<file path="src/hdl/spds_pkg.sv">
// ----------------------------------------------------------------------------
// spds_pkg
// Shared types and constants of the scan point distance segmenter.
// ----------------------------------------------------------------------------
package spds_pkg;

    localparam int DEF_MAX_SEGMENTS = 1024;
    localparam int DEF_COORD_BITS   = 16;

    // Fixed widths of the result fields and of the threshold register.
    localparam int IDX_W = 10;
    localparam int CNT_W = 11;
    localparam int THR_W = 32;

    localparam logic [THR_W-1:0] THR_RESET = 32'd10000;

    localparam int QUEUE_DEPTH = 4;

    // Result kinds carried on tuser.
    localparam logic KIND_POINT   = 1'b0;
    localparam logic KIND_SUMMARY = 1'b1;

    // Classification of one accepted request, handed from front to back.
    typedef struct packed {
        logic keep;       // point is kept and gives a point result
        logic first_pt;   // kept point is the first one of its scan
        logic scan_end;   // request closes the scan
        logic any_point;  // the scan holds a kept point after this request
    } ctrl_t;

endpackage

</file>
<file path="src/hdl/scan_point_distance_segmenter.sv">
// ----------------------------------------------------------------------------
// scan_point_distance_segmenter
// Splits a stream of laser scan points into segments at distance jumps.
// ----------------------------------------------------------------------------
// Points enter on the s_ stream: x and y in tdata, the finite flag in tuser
// and the end-of-scan mark in tlast. Results leave on the m_ stream with the
// kind in tuser (point or scan summary) and the last-result flag in tlast.
// The squared distance threshold is written on the cfg_ channel, which is
// always ready; write it only while no request is in flight.
// One point is taken per cycle while the queue has room. A kept point gives
// one result, a scan end a summary as well. The first result of a request
// passes the queue, the squaring multipliers, the threshold compare and the
// result stage registers before it is offered.
// A four-entry queue separates the input side from the result side, so
// s_tready stays high while results wait, and only drops once the queue
// fills behind a stalled m_tready. Nothing is lost or repeated on a stall.
// Reset empties the queue and the pipeline, starts a fresh scan and loads
// a threshold of 10000 square millimetres.
// ----------------------------------------------------------------------------
module scan_point_distance_segmenter #(
    parameter int MAX_SEGMENTS = spds_pkg::DEF_MAX_SEGMENTS,
    parameter int COORD_BITS   = spds_pkg::DEF_COORD_BITS
) (
    input  logic                                          clk,
    input  logic                                          rst_n,
    input  logic                                          s_tvalid,
    output logic                                          s_tready,
    // pos_x, pos_y, zero fill
    input  logic [((2*COORD_BITS+7)/8)*8-1:0]             s_tdata,
    // finite
    input  logic                                          s_tuser,
    input  logic                                          s_tlast,
    output logic                                          m_tvalid,
    input  logic                                          m_tready,
    // out_x, out_y, segment_index, new_segment, segment_count,
    // wraps_to_first, zero fill
    output logic [((2*COORD_BITS+spds_pkg::IDX_W+spds_pkg::CNT_W+2+7)/8)*8-1:0]
                                                          m_tdata,
    // kind
    output logic                                          m_tuser,
    output logic                                          m_tlast,
    input  logic                                          cfg_valid,
    output logic                                          cfg_ready,
    input  logic [spds_pkg::THR_W-1:0]                    cfg_data
);

    localparam int DW     = COORD_BITS + 1;
    localparam int CTRL_W = $bits(spds_pkg::ctrl_t);
    localparam int QW     = CTRL_W + 2 * COORD_BITS + 4 * DW;
    localparam int OUT_W  = 2 * COORD_BITS + spds_pkg::IDX_W + spds_pkg::CNT_W + 2;
    localparam int OUT_TW = ((OUT_W + 7) / 8) * 8;

    logic [spds_pkg::THR_W-1:0]   thr_reg;

    logic                         f_push;
    logic                         q_ready;
    spds_pkg::ctrl_t              f_ctrl;
    logic signed [COORD_BITS-1:0] f_x;
    logic signed [COORD_BITS-1:0] f_y;
    logic [DW-1:0]                f_adx;
    logic [DW-1:0]                f_ady;
    logic [DW-1:0]                f_wdx;
    logic [DW-1:0]                f_wdy;
    logic [QW-1:0]                q_in;
    logic [QW-1:0]                q_out;
    logic                         q_valid;
    logic                         q_pop;
    spds_pkg::ctrl_t              b_ctrl;
    logic signed [COORD_BITS-1:0] b_x;
    logic signed [COORD_BITS-1:0] b_y;
    logic [DW-1:0]                b_adx;
    logic [DW-1:0]                b_ady;
    logic [DW-1:0]                b_wdx;
    logic [DW-1:0]                b_wdy;
    logic [OUT_W-1:0]             out_word;

    assign cfg_ready = 1'b1;

    always_ff @(posedge clk or negedge rst_n)
    begin
        if (!rst_n)
        begin
            thr_reg <= spds_pkg::THR_RESET;
        end
        else if (cfg_valid && cfg_ready)
        begin
            thr_reg <= cfg_data;
        end
    end

    spds_front #(
        .COORD_BITS (COORD_BITS)
    ) u_front (
        .clk        (clk),
        .rst_n      (rst_n),
        .in_valid   (s_tvalid),
        .in_ready   (s_tready),
        .in_x       (s_tdata[COORD_BITS-1:0]),
        .in_y       (s_tdata[2*COORD_BITS-1:COORD_BITS]),
        .in_finite  (s_tuser),
        .in_end     (s_tlast),
        .push       (f_push),
        .push_ready (q_ready),
        .push_ctrl  (f_ctrl),
        .push_x     (f_x),
        .push_y     (f_y),
        .push_adx   (f_adx),
        .push_ady   (f_ady),
        .push_wdx   (f_wdx),
        .push_wdy   (f_wdy)
    );

    assign q_in = {f_ctrl, f_x, f_y, f_adx, f_ady, f_wdx, f_wdy};

    spds_queue #(
        .WIDTH (QW),
        .DEPTH (spds_pkg::QUEUE_DEPTH)
    ) u_queue (
        .clk        (clk),
        .rst_n      (rst_n),
        .push       (f_push),
        .wr_data    (q_in),
        .push_ready (q_ready),
        .pop        (q_pop),
        .pop_data   (q_out),
        .pop_valid  (q_valid)
    );

    assign {b_ctrl, b_x, b_y, b_adx, b_ady, b_wdx, b_wdy} = q_out;

    spds_back #(
        .MAX_SEGMENTS (MAX_SEGMENTS),
        .COORD_BITS   (COORD_BITS)
    ) u_back (
        .clk          (clk),
        .rst_n        (rst_n),
        .threshold_sq (thr_reg),
        .q_valid      (q_valid),
        .q_pop        (q_pop),
        .q_ctrl       (b_ctrl),
        .q_x          (b_x),
        .q_y          (b_y),
        .q_adx        (b_adx),
        .q_ady        (b_ady),
        .q_wdx        (b_wdx),
        .q_wdy        (b_wdy),
        .out_valid    (m_tvalid),
        .out_ready    (m_tready),
        .out_kind     (m_tuser),
        .out_last     (m_tlast),
        .out_word     (out_word)
    );

    assign m_tdata = OUT_TW'(out_word);

endmodule

</file>
<file path="src/hdl/spds_queue.sv">
// ----------------------------------------------------------------------------
// spds_queue
// Small register queue between the classifying front and the result back.
// ----------------------------------------------------------------------------
module spds_queue #(
    parameter int WIDTH = 8,
    parameter int DEPTH = 4
) (
    input  logic             clk,
    input  logic             rst_n,
    input  logic             push,
    input  logic [WIDTH-1:0] wr_data,
    output logic             push_ready,
    input  logic             pop,
    output logic [WIDTH-1:0] pop_data,
    output logic             pop_valid
);

    localparam int AW = (DEPTH > 1) ? $clog2(DEPTH) : 1;
    localparam int CW = $clog2(DEPTH + 1);

    logic [WIDTH-1:0] mem_reg [DEPTH];
    logic [AW-1:0]    wr_ptr_reg;
    logic [AW-1:0]    wr_ptr_next;
    logic [AW-1:0]    rd_ptr_reg;
    logic [AW-1:0]    rd_ptr_next;
    logic [CW-1:0]    count_reg;
    logic [CW-1:0]    count_next;
    logic             do_push;
    logic             do_pop;

    assign push_ready = (count_reg != CW'(DEPTH));
    assign pop_valid  = (count_reg != '0);
    assign pop_data   = mem_reg[rd_ptr_reg];

    assign do_push = push && push_ready;
    assign do_pop  = pop && pop_valid;

    always_comb
    begin
        wr_ptr_next = wr_ptr_reg;
        rd_ptr_next = rd_ptr_reg;
        count_next  = count_reg;
        if (do_push)
        begin
            wr_ptr_next = (wr_ptr_reg == AW'(DEPTH - 1)) ? '0 : wr_ptr_reg + 1'b1;
        end
        if (do_pop)
        begin
            rd_ptr_next = (rd_ptr_reg == AW'(DEPTH - 1)) ? '0 : rd_ptr_reg + 1'b1;
        end
        if (do_push && !do_pop)
        begin
            count_next = count_reg + 1'b1;
        end
        else if (do_pop && !do_push)
        begin
            count_next = count_reg - 1'b1;
        end
    end

    always_ff @(posedge clk or negedge rst_n)
    begin
        if (!rst_n)
        begin
            wr_ptr_reg <= '0;
            rd_ptr_reg <= '0;
            count_reg  <= '0;
        end
        else
        begin
            wr_ptr_reg <= wr_ptr_next;
            rd_ptr_reg <= rd_ptr_next;
            count_reg  <= count_next;
        end
    end

    always_ff @(posedge clk)
    begin
        if (do_push)
        begin
            mem_reg[wr_ptr_reg] <= wr_data;
        end
    end

endmodule

</file>
<file path="src/hdl/spds_front.sv">
// ----------------------------------------------------------------------------
// spds_front
// Accepts scan points, marks empty or non-finite readings as not kept,
// and forms the coordinate differences to the previous kept point and
// between the first and last kept points of the scan.
// ----------------------------------------------------------------------------
module spds_front #(
    parameter int COORD_BITS = spds_pkg::DEF_COORD_BITS
) (
    input  logic                         clk,
    input  logic                         rst_n,
    input  logic                         in_valid,
    output logic                         in_ready,
    input  logic signed [COORD_BITS-1:0] in_x,
    input  logic signed [COORD_BITS-1:0] in_y,
    input  logic                         in_finite,
    input  logic                         in_end,
    output logic                         push,
    input  logic                         push_ready,
    output spds_pkg::ctrl_t              push_ctrl,
    output logic signed [COORD_BITS-1:0] push_x,
    output logic signed [COORD_BITS-1:0] push_y,
    output logic [COORD_BITS:0]          push_adx,
    output logic [COORD_BITS:0]          push_ady,
    output logic [COORD_BITS:0]          push_wdx,
    output logic [COORD_BITS:0]          push_wdy
);

    localparam int DW = COORD_BITS + 1;

    logic signed [COORD_BITS-1:0] prev_x_reg;
    logic signed [COORD_BITS-1:0] prev_y_reg;
    logic signed [COORD_BITS-1:0] first_x_reg;
    logic signed [COORD_BITS-1:0] first_y_reg;
    logic                         have_reg;
    logic                         have_next;

    logic                         keep;
    logic signed [COORD_BITS-1:0] fx;
    logic signed [COORD_BITS-1:0] fy;
    logic signed [COORD_BITS-1:0] lx;
    logic signed [COORD_BITS-1:0] ly;
    logic signed [DW-1:0]         dx;
    logic signed [DW-1:0]         dy;
    logic signed [DW-1:0]         wx;
    logic signed [DW-1:0]         wy;

    assign in_ready = push_ready;
    assign push     = in_valid && push_ready;
    assign keep     = in_finite && ((in_x != '0) || (in_y != '0));

    // The wrap check at scan end compares the first kept point with the last
    // one, either of which may be the point arriving now.
    assign fx = have_reg ? first_x_reg : in_x;
    assign fy = have_reg ? first_y_reg : in_y;
    assign lx = keep ? in_x : prev_x_reg;
    assign ly = keep ? in_y : prev_y_reg;

    always_comb
    begin
        dx = DW'(in_x) - DW'(prev_x_reg);
        dy = DW'(in_y) - DW'(prev_y_reg);
        wx = DW'(fx) - DW'(lx);
        wy = DW'(fy) - DW'(ly);
        push_adx = dx[DW-1] ? -dx : dx;
        push_ady = dy[DW-1] ? -dy : dy;
        push_wdx = wx[DW-1] ? -wx : wx;
        push_wdy = wy[DW-1] ? -wy : wy;
    end

    assign push_x              = in_x;
    assign push_y              = in_y;
    assign push_ctrl.keep      = keep;
    assign push_ctrl.first_pt  = keep && !have_reg;
    assign push_ctrl.scan_end  = in_end;
    assign push_ctrl.any_point = have_reg || keep;

    always_comb
    begin
        have_next = have_reg;
        if (push)
        begin
            if (in_end)
            begin
                have_next = 1'b0;
            end
            else if (keep)
            begin
                have_next = 1'b1;
            end
        end
    end

    always_ff @(posedge clk or negedge rst_n)
    begin
        if (!rst_n)
        begin
            have_reg    <= 1'b0;
            prev_x_reg  <= '0;
            prev_y_reg  <= '0;
            first_x_reg <= '0;
            first_y_reg <= '0;
        end
        else
        begin
            have_reg <= have_next;
            if (push && keep)
            begin
                prev_x_reg  <= in_x;
                prev_y_reg  <= in_y;
                first_x_reg <= fx;
                first_y_reg <= fy;
            end
        end
    end

endmodule

</file>
<file path="src/hdl/spds_back.sv">
// ----------------------------------------------------------------------------
// spds_back
// Squares the queued differences, compares against the threshold, keeps the
// segment counter and presents point and summary results.
// ----------------------------------------------------------------------------
module spds_back #(
    parameter int MAX_SEGMENTS = spds_pkg::DEF_MAX_SEGMENTS,
    parameter int COORD_BITS   = spds_pkg::DEF_COORD_BITS
) (
    input  logic                                 clk,
    input  logic                                 rst_n,
    input  logic [spds_pkg::THR_W-1:0]           threshold_sq,
    input  logic                                 q_valid,
    output logic                                 q_pop,
    input  spds_pkg::ctrl_t                      q_ctrl,
    input  logic signed [COORD_BITS-1:0]         q_x,
    input  logic signed [COORD_BITS-1:0]         q_y,
    input  logic [COORD_BITS:0]                  q_adx,
    input  logic [COORD_BITS:0]                  q_ady,
    input  logic [COORD_BITS:0]                  q_wdx,
    input  logic [COORD_BITS:0]                  q_wdy,
    output logic                                 out_valid,
    input  logic                                 out_ready,
    output logic                                 out_kind,
    output logic                                 out_last,
    output logic [2*COORD_BITS+spds_pkg::IDX_W+spds_pkg::CNT_W+1:0] out_word
);

    localparam int DW    = COORD_BITS + 1;
    localparam int SQ_W  = 2 * DW;
    localparam int SUM_W = SQ_W + 1;
    localparam int CMP_W = (SUM_W > spds_pkg::THR_W) ? SUM_W : spds_pkg::THR_W;
    localparam int CW    = $clog2(MAX_SEGMENTS + 1);
    localparam int IDX_W = spds_pkg::IDX_W;
    localparam int CNT_W = spds_pkg::CNT_W;

    // Square stage.
    logic                         v1_reg;
    spds_pkg::ctrl_t              ctrl1_reg;
    logic signed [COORD_BITS-1:0] x1_reg;
    logic signed [COORD_BITS-1:0] y1_reg;
    logic [SQ_W-1:0]              sq_px_reg;
    logic [SQ_W-1:0]              sq_py_reg;
    logic [SQ_W-1:0]              sq_wx_reg;
    logic [SQ_W-1:0]              sq_wy_reg;

    // Compare stage.
    logic                         v2_reg;
    spds_pkg::ctrl_t              ctrl2_reg;
    logic signed [COORD_BITS-1:0] x2_reg;
    logic signed [COORD_BITS-1:0] y2_reg;
    logic                         close_pt_reg;
    logic                         close_wr_reg;
    logic [SUM_W-1:0]             sum_pt;
    logic [SUM_W-1:0]             sum_wr;

    // Result stage.
    logic                         pend_pt_reg;
    logic                         pend_sum_reg;
    logic signed [COORD_BITS-1:0] pt_x_reg;
    logic signed [COORD_BITS-1:0] pt_y_reg;
    logic [IDX_W-1:0]             pt_idx_reg;
    logic                         pt_new_reg;
    logic                         pt_last_reg;
    logic [CNT_W-1:0]             sum_count_reg;
    logic                         sum_wraps_reg;
    logic [CW-1:0]                seg_cnt_reg;
    logic [CW-1:0]                seg_cnt_next;

    logic                         fire;
    logic                         res_free;
    logic                         load3;
    logic                         adv2;
    logic                         adv1;
    logic                         opens;
    logic [CW-1:0]                cnt_after;
    logic [CW-1:0]                idx;
    logic [CW-1:0]                count;
    logic                         wraps;

    assign fire     = out_valid && out_ready;
    // The result stage is free when empty or when its final result leaves now.
    assign res_free = !(pend_pt_reg || pend_sum_reg)
                      || (fire && !(pend_pt_reg && pend_sum_reg));
    assign load3    = v2_reg && res_free;
    assign adv2     = !v2_reg || res_free;
    assign adv1     = !v1_reg || adv2;
    assign q_pop    = q_valid && adv1;

    assign sum_pt = SUM_W'(sq_px_reg) + SUM_W'(sq_py_reg);
    assign sum_wr = SUM_W'(sq_wx_reg) + SUM_W'(sq_wy_reg);

    always_comb
    begin
        opens = ctrl2_reg.first_pt || !close_pt_reg;
        cnt_after = seg_cnt_reg;
        if (ctrl2_reg.keep && opens && (seg_cnt_reg < CW'(MAX_SEGMENTS)))
        begin
            cnt_after = seg_cnt_reg + 1'b1;
        end
        idx   = cnt_after - 1'b1;
        count = ctrl2_reg.any_point ? cnt_after : '0;
        wraps = (count >= CW'(2)) && close_wr_reg;
        if (wraps)
        begin
            count = count - 1'b1;
        end
        seg_cnt_next = ctrl2_reg.scan_end ? '0 : cnt_after;
    end

    always_ff @(posedge clk or negedge rst_n)
    begin
        if (!rst_n)
        begin
            v1_reg       <= 1'b0;
            v2_reg       <= 1'b0;
            pend_pt_reg  <= 1'b0;
            pend_sum_reg <= 1'b0;
            seg_cnt_reg  <= '0;
        end
        else
        begin
            if (adv1)
            begin
                v1_reg <= q_valid;
            end
            if (adv2)
            begin
                v2_reg <= v1_reg;
            end
            if (load3)
            begin
                pend_pt_reg  <= ctrl2_reg.keep;
                pend_sum_reg <= ctrl2_reg.scan_end;
                seg_cnt_reg  <= seg_cnt_next;
            end
            else if (fire)
            begin
                if (pend_pt_reg)
                begin
                    pend_pt_reg <= 1'b0;
                end
                else
                begin
                    pend_sum_reg <= 1'b0;
                end
            end
        end
    end

    always_ff @(posedge clk)
    begin
        if (q_pop)
        begin
            ctrl1_reg <= q_ctrl;
            x1_reg    <= q_x;
            y1_reg    <= q_y;
            sq_px_reg <= q_adx * q_adx;
            sq_py_reg <= q_ady * q_ady;
            sq_wx_reg <= q_wdx * q_wdx;
            sq_wy_reg <= q_wdy * q_wdy;
        end
        if (adv2 && v1_reg)
        begin
            ctrl2_reg    <= ctrl1_reg;
            x2_reg       <= x1_reg;
            y2_reg       <= y1_reg;
            close_pt_reg <= CMP_W'(sum_pt) < CMP_W'(threshold_sq);
            close_wr_reg <= CMP_W'(sum_wr) < CMP_W'(threshold_sq);
        end
        if (load3)
        begin
            pt_x_reg      <= x2_reg;
            pt_y_reg      <= y2_reg;
            pt_idx_reg    <= IDX_W'(idx);
            pt_new_reg    <= opens;
            pt_last_reg   <= !ctrl2_reg.scan_end;
            sum_count_reg <= CNT_W'(count);
            sum_wraps_reg <= wraps;
        end
    end

    // A point result always leaves before the summary of the same request.
    assign out_valid = pend_pt_reg || pend_sum_reg;
    assign out_kind  = pend_pt_reg ? spds_pkg::KIND_POINT : spds_pkg::KIND_SUMMARY;
    assign out_last  = pend_pt_reg ? pt_last_reg : 1'b1;
    assign out_word  = pend_pt_reg
                       ? {1'b0, {CNT_W{1'b0}}, pt_new_reg, pt_idx_reg, pt_y_reg, pt_x_reg}
                       : {sum_wraps_reg, sum_count_reg, 1'b0, {IDX_W{1'b0}},
                          {COORD_BITS{1'b0}}, {COORD_BITS{1'b0}}};

endmodule
</file>
<file path="config.mk">
export PLATFORM = sky130hd
export DESIGN_NAME = scan_point_distance_segmenter
export DESIGN_NICKNAME = d
export VERILOG_FILES = /design/src/hdl/spds_pkg.sv /design/src/hdl/scan_point_distance_segmenter.sv /design/src/hdl/spds_queue.sv /design/src/hdl/spds_front.sv /design/src/hdl/spds_back.sv
export SDC_FILE = /design/constraint.sdc
export NUM_CORES = 2
export LEC_CHECK = 0
export ABC_AREA = 1
export CORE_MARGIN = 2
export CORE_UTILIZATION = 35
export DETAILED_ROUTE_END_ITERATION = 10
export DONT_BUFFER_PORTS = 1
export SYNTH_ARGS = -nofsm -noshare
export SYNTH_HDL_FRONTEND = slang
export SYNTH_SLANG_ARGS = --single-unit
</file>
<file path="constraint.sdc">
create_clock -name clk -period 6.15 [get_ports clk]
set_clock_uncertainty 0.15 [all_clocks]
set_input_delay 0.9225 -clock clk [delete_from_list [all_inputs] [get_ports clk]]
set_output_delay 0.9225 -clock clk [all_outputs]
set_load 0.01 [all_outputs]
</file>
# Yosys cells after proc, flatten, opt, wreduce, memory -nomap -nowiden
# Memory sizes are Yosys's and may differ from the RTL's.
# Cells that the tools add are included.
[op_classes]
add_sub_neg = 17
multipliers = 4
magnitude_cmp = 4
eq_ne = 4
muxes = 28
reduce_logical = 41
[ops]
columns = ["op", "n"]
rows = [
  ["multiplier 17 x 17 -> 34 bit", 4],
  ["adder 34 x 34 -> 35 bit", 2],
  ["less-than comparator 35 x 32 -> 1 bit", 2],
  ["2-to-1 mux 17 bit", 4],
  ["negation 17 bit", 4],
  ["subtractor 16 x 16 -> 17 bit", 4],
  ["2-to-1 mux 16 bit", 4],
  ["2-to-1 mux 55 bit", 1],
  ["2-to-1 mux 11 bit", 4],
  ["nonzero test 16 bit", 2],
  ["logical AND 1 bit", 17],
  ["adder 11 x 1 -> 11 bit, second input constant", 1],
  ["greater-or-equal comparator 11 x 2 -> 1 bit, second input constant", 1],
  ["less-than comparator 11 bit, second input constant", 1],
  ["2-to-1 mux 1 bit", 11],
  ["subtractor 11 x 1 -> 11 bit, second input constant", 1],
  ["subtractor 10 x 1 -> 10 bit, second input constant", 1],
  ["logical NOT 1 bit", 9],
  ["logical OR 1 bit", 7],
  ["2-to-1 mux 3 bit", 2],
  ["nonzero test 2 bit", 3],
  ["adder 2 x 1 -> 2 bit, second input constant", 2],
  ["== test 2 bit, second input constant", 2],
  ["2-to-1 mux 2 bit", 2],
  ["6 further kinds", 7],
]
[word_totals]
register_bits = 385
ram_bits = 416
input_bits = 71
wordCells = 138
mem_count = 1
[memory_table]
columns = ["memory", "words", "width", "read_ports", "rd_clocked_by_memory_dff", "wr", "line", "rtl"]
rows = [
  ["u_queue.mem_reg", 4, 104, 1, 0, 1, "spds_queue.sv:22", "logic [WIDTH-1:0] mem_reg [DEPTH];"],
]

# Longest topological paths before layout
[logic_depth]
word_depth = 11
depth_mapped = 33
mapped_depth_nobuf = 30

# By module
# A second synthesis with hierarchy kept.
[unflattened]
cells_unflattened = 8843
hier_area_um2 = 76220.6
[by_module_without_submodules]
columns = ["module", "instances", "cells_each", "area_per_inst_um2", "seq_area_each_um2"]
rows = [
  ["spds_back", 1, 5756, 48660.4, 8242.9],
  ["spds_queue", 1, 1272, 16782.3, 12667.1],
  ["spds_front", 1, 1675, 9456.6, 1626.6],
  ["scan_point_distance_segmenter", 1, 140, 1321.3, 807.0],
]

# Worst setup path before layout
# Ideal clock, no wire load.
[synth_path]
path_type = "register -> register"
from = "register u_queue.rd_ptr_reg[1]"
to = "register u_back.sq_wx_reg[26] (data pin)"
setup_time_ps = 258
arrival_ps = 6252
required_ps = 5742
slack_ps = -510
path_stages_with_launch = 30
period_less_slack_ps = 6660
path_cell_list = "dfrtp_1 -> buf_4 -> inv_2 -> buf_6 -> buf_6 -> a21oi_1 -> a32oi_2 -> clkinv_1 -> nor2_1 -> inv_1 -> fa_1 -> inv_1 -> fa_1 -> inv_1 -> fa_1 -> inv_1 -> fa_1 -> fa_1 -> inv_1 -> fa_1 -> inv_1 -> ha_1 -> nand2_1 -> nor2_1 -> nand4_1 -> o21ai_0 -> a21boi_0 -> nor2_1 -> nor2_1 -> xnor2_1"
[synth_via]
elab_chain_cells = 2
[synth_lines]
columns = ["item", "line", "rtl"]
rows = [
  ["from (decl)", "spds_queue.sv:25", "logic [AW-1:0] rd_ptr_reg;"],
  ["from (signal assigned)", "spds_queue.sv:73", "rd_ptr_reg <= rd_ptr_next;"],
  ["memory read (4 x 104 bit)", "n/a", ""],
  ["multiplier 17 x 17 -> 34 bit", "spds_back.sv:160", "sq_wx_reg <= q_wdx * q_wdx;"],
  ["to (signal assigned)", "spds_back.sv:160", ""],
  ["to (decl)", "spds_back.sv:44", "logic [SQ_W-1:0] sq_wx_reg;"],
]
# No other way between the ends.
# A chain may end at the register's enable or synchronous reset.

# Final worst setup path
[layout_path]
from = "register u_queue.rd_ptr_reg[0]"
to = "register u_back.sq_wy_reg[30] (data pin)"
[layout_via]
elab_chain_cells = 2
[layout_lines]
columns = ["item", "line", "rtl"]
rows = [
  ["memory read (4 x 104 bit)", "n/a", ""],
  ["multiplier 17 x 17 -> 34 bit", "spds_back.sv:161", "sq_wy_reg <= q_wdy * q_wdy;"],
  ["to (signal assigned)", "spds_back.sv:161", ""],
  ["to (decl)", "spds_back.sv:45", "logic [SQ_W-1:0] sq_wy_reg;"],
]
# No other way between the ends.

==> results.json <==
{
  "hold_class": "input pin to asynchronous set/reset pin",
  "slew-limit-headroom": 0.177,
  "route.detailed.wl_per_inst_um": 17.5,
  "fill_cells": 19757,
  "die-area_mm2": 0.213,
  "synth.distinct_cells": 58,
  "largest_register_ffs": 416,
  "clockBufferDepth": 3,
  "grt_max_degree": 136,
  "fin_crit_sh": 1.09,
  "path_depth": 28,
  "synth_edf_count": 678,
  "rsz0062_at_grt": "true",
  "drt-initial-drc-count": 3807,
  "min_period_ns": 6.69,
  "crit_family": "adder cells",
  "final_common_cell": "inv_1",
  "r2r_end": "u_back.sq_wy_reg[30]",
  "cp_slowest_stage_delay_ns": 0.60,
  "fin_ws_ns": -0.541,
  "synth.area.top_cells": "edfxtp_1, fa_1, ha_1",
  "die_h_um": 461,
  "vias_per_cell": 4.77,
  "area_delta_synth_final_pct": 24.4,
  "numCtsBuffers": 87,
  "synth_cells": 8102,
  "grt_pass1_vias": 59641,
  "syn-cell-area_mm2": 0.0732,
  "yosys_warnings": 0,
  "dpl.cell_count": 11625,
  "synthArstFlopShare": 0.149,
  "worstMarginPinSlew_ns": 1.23,
  "slew_violations": 0,
  "status": "complete, but fails checks",
  "fmax_mhz": 149,
  "violations": "setup timing",
  "synth-seq-cells": 797,
  "stdcell_area_mm2": 0.0910,
  "clk_latency_ns": 0.71,
  "drive_gt1_frac": 0.205,
  "fin_nets": 10534,
  "maxCapViolations": 0,
  "io_pins": 132,
  "synth.top_cell.area_share": 0.278,
  "path_max_fanout": 8,
  "avgSynthCellArea_um2": 9.03,
  "syn_nets": 9572,
  "path_buf_inv": 10,
  "track_usage": 0.197,
  "start_util": 0.353,
  "final_cells": 11926,
  "hpwl_mm": 166,
  "globalplace.congestion": 0.925,
  "crit_path_end": "u_back.sq_wy_reg[30]",
  "postRouteWirelength_mm": 208,
  "multi_input_area_mm2": 0.0456,
  "dpl_cell_area_mm2": 0.0839,
  "die_w_um": 461,
  "startpoint": "u_queue.rd_ptr_reg[0]",
  "cts_max_level": 3,
  "cts.clk_slew.worst_paths_ns": 0.06,
  "seq_area_frac_synth": 0.319,
  "yosys.area.top_type": "edfxtp_1",
  "grt_pass1_wl_mm": 329,
  "setup_viol": 91,
  "dr.pass1.iters": 5,
  "synth_ff_type": "edfxtp_1",
  "reg2reg_slack_ns": -0.54,
  "io_buffers": 0,
  "r2r_start": "u_queue.rd_ptr_reg[0]",
  "worstSetupEndpointType": "register",
  "register_area_mm2": 0.0233,
  "cp.required_ns": 6.46,
  "clockRootBuffer": "clkbuf_16",
  "antenna_found_initial": 9,
  "path_class": "register to register",
  "ant_nets": 0,
  "worstPathArrival_ns": 7.00,
  "cts_tree": "yes",
  "hold_viol": 0,
  "vias": 56917,
  "row_count": 167,
  "start_kind": "register",
  "ff2ff_path_depth": 28,
  "cpMaxStageDelayCell": "fa_2",
  "drc_errors": 0,
  "gr-total-overflow": 0,
  "coreArea_mm2": 0.207,
  "final_cell_mix": "inv_1, nand2_1, buf_4, fa_1, edfxtp_1",
  "clock-sinks": 797
}
[layout make-up]
class / count / share of cell area
Antenna cell: 2 / 0.0000550
Sequential cell: 797 / 0.257
Timing Repair Buffer: 1043 / 0.0986
Timing Repair inverter: 1 / 0.0000687
Tap cell: 2788 / 0.0383
Multi-Input combinational cell: 5414 / 0.501
Clock buffer: 113 / 0.0257
Clock inverter: 48 / 0.00715
Inverter: 1720 / 0.0722
[timing repair]
item / 4_1_cts / 5_1_grt
buffers inserted: 65 / 63
hold endpoints to repair: 118 / 0
endpoints found under the setup margin: 96 / 97
gates cloned: 12 / 0
pin swaps: 82 / 111
resized for setup: 412 / 273
hold buffers: 2 / 0
[cells by family (layout without fill, tap and decap cells)]
family                   Yosys count  count (layout)  share of synthesized area
AND/OR/NAND/NOR                 2788            2788                      0.153
buffers and inverters           1891            2925                     0.0994
other                              2               4                   0.000103
AO/OA/AOI/OAI                    945             945                     0.0775
flip-flops                       797             797                      0.319
adder cells (fa/ha/maj)         1399            1399                      0.318
XOR/XNOR                         280             280                     0.0336
[how the worst min path moves through the flow]
stage / endpoint / slack, ns / cells after the start / start
after global placement: u_back.pt_x_reg[5] / 0.25 / 0 / u_back.x2_reg[5]
after global routing: u_front.first_x_reg[9] / 0.06 / 1 / rst_n
after floorplan: u_back.ctrl2_reg[0] / 0.25 / 0 / u_back.ctrl1_reg[0]
final: u_front.first_x_reg[10] / 0.03 / 1 / rst_n
after CTS: u_front.first_x_reg[15] / 0.02 / 1 / rst_n
after detailed placement: u_back.ctrl2_reg[0] / 0.25 / 0 / u_back.ctrl1_reg[0]
[cell usage after synthesis (48+ instances only)]
cell	instances
a21oi_1	353
buf_2	60
clkbuf_1	84
dfrtp_1	114
edfxtp_1	678
fa_1	765
ha_1	634
inv_1	1686
nand2_1	1591
nand3_1	216
nand4_1	48
nor2_1	816
nor3_1	49
o21ai_0	340
xnor2_1	91
xor2_1	188
[per-layer routing]
metal	vias to the layer above	GRT usage	part of all wire
met1	28041	0.268	0.45
met4	0	0.0505	0.027
met5	-	0	0
met3	273	0.0189	0.041
met2	1127	0.338	0.48
li1	27476	-	-
[metrics by stage]
stage               hold WS [ns]  setup WS [ns]  setup TNS (ns)   util
floorplan                  0.250        -0.0923          -0.837      -
global placement           0.251         -0.822          -43.16  0.404
detailed placement         0.255         -0.778          -46.20  0.404
CTS                       0.0235         -0.566          -28.14  0.431
global route              0.0609         -0.795          -51.46  0.439
finish                    0.0279         -0.541          -29.86  0.439
Power is left out: the tool's default activity adds up to more than one toggle a clock period on the data nets, which glitch-free logic cannot reach.
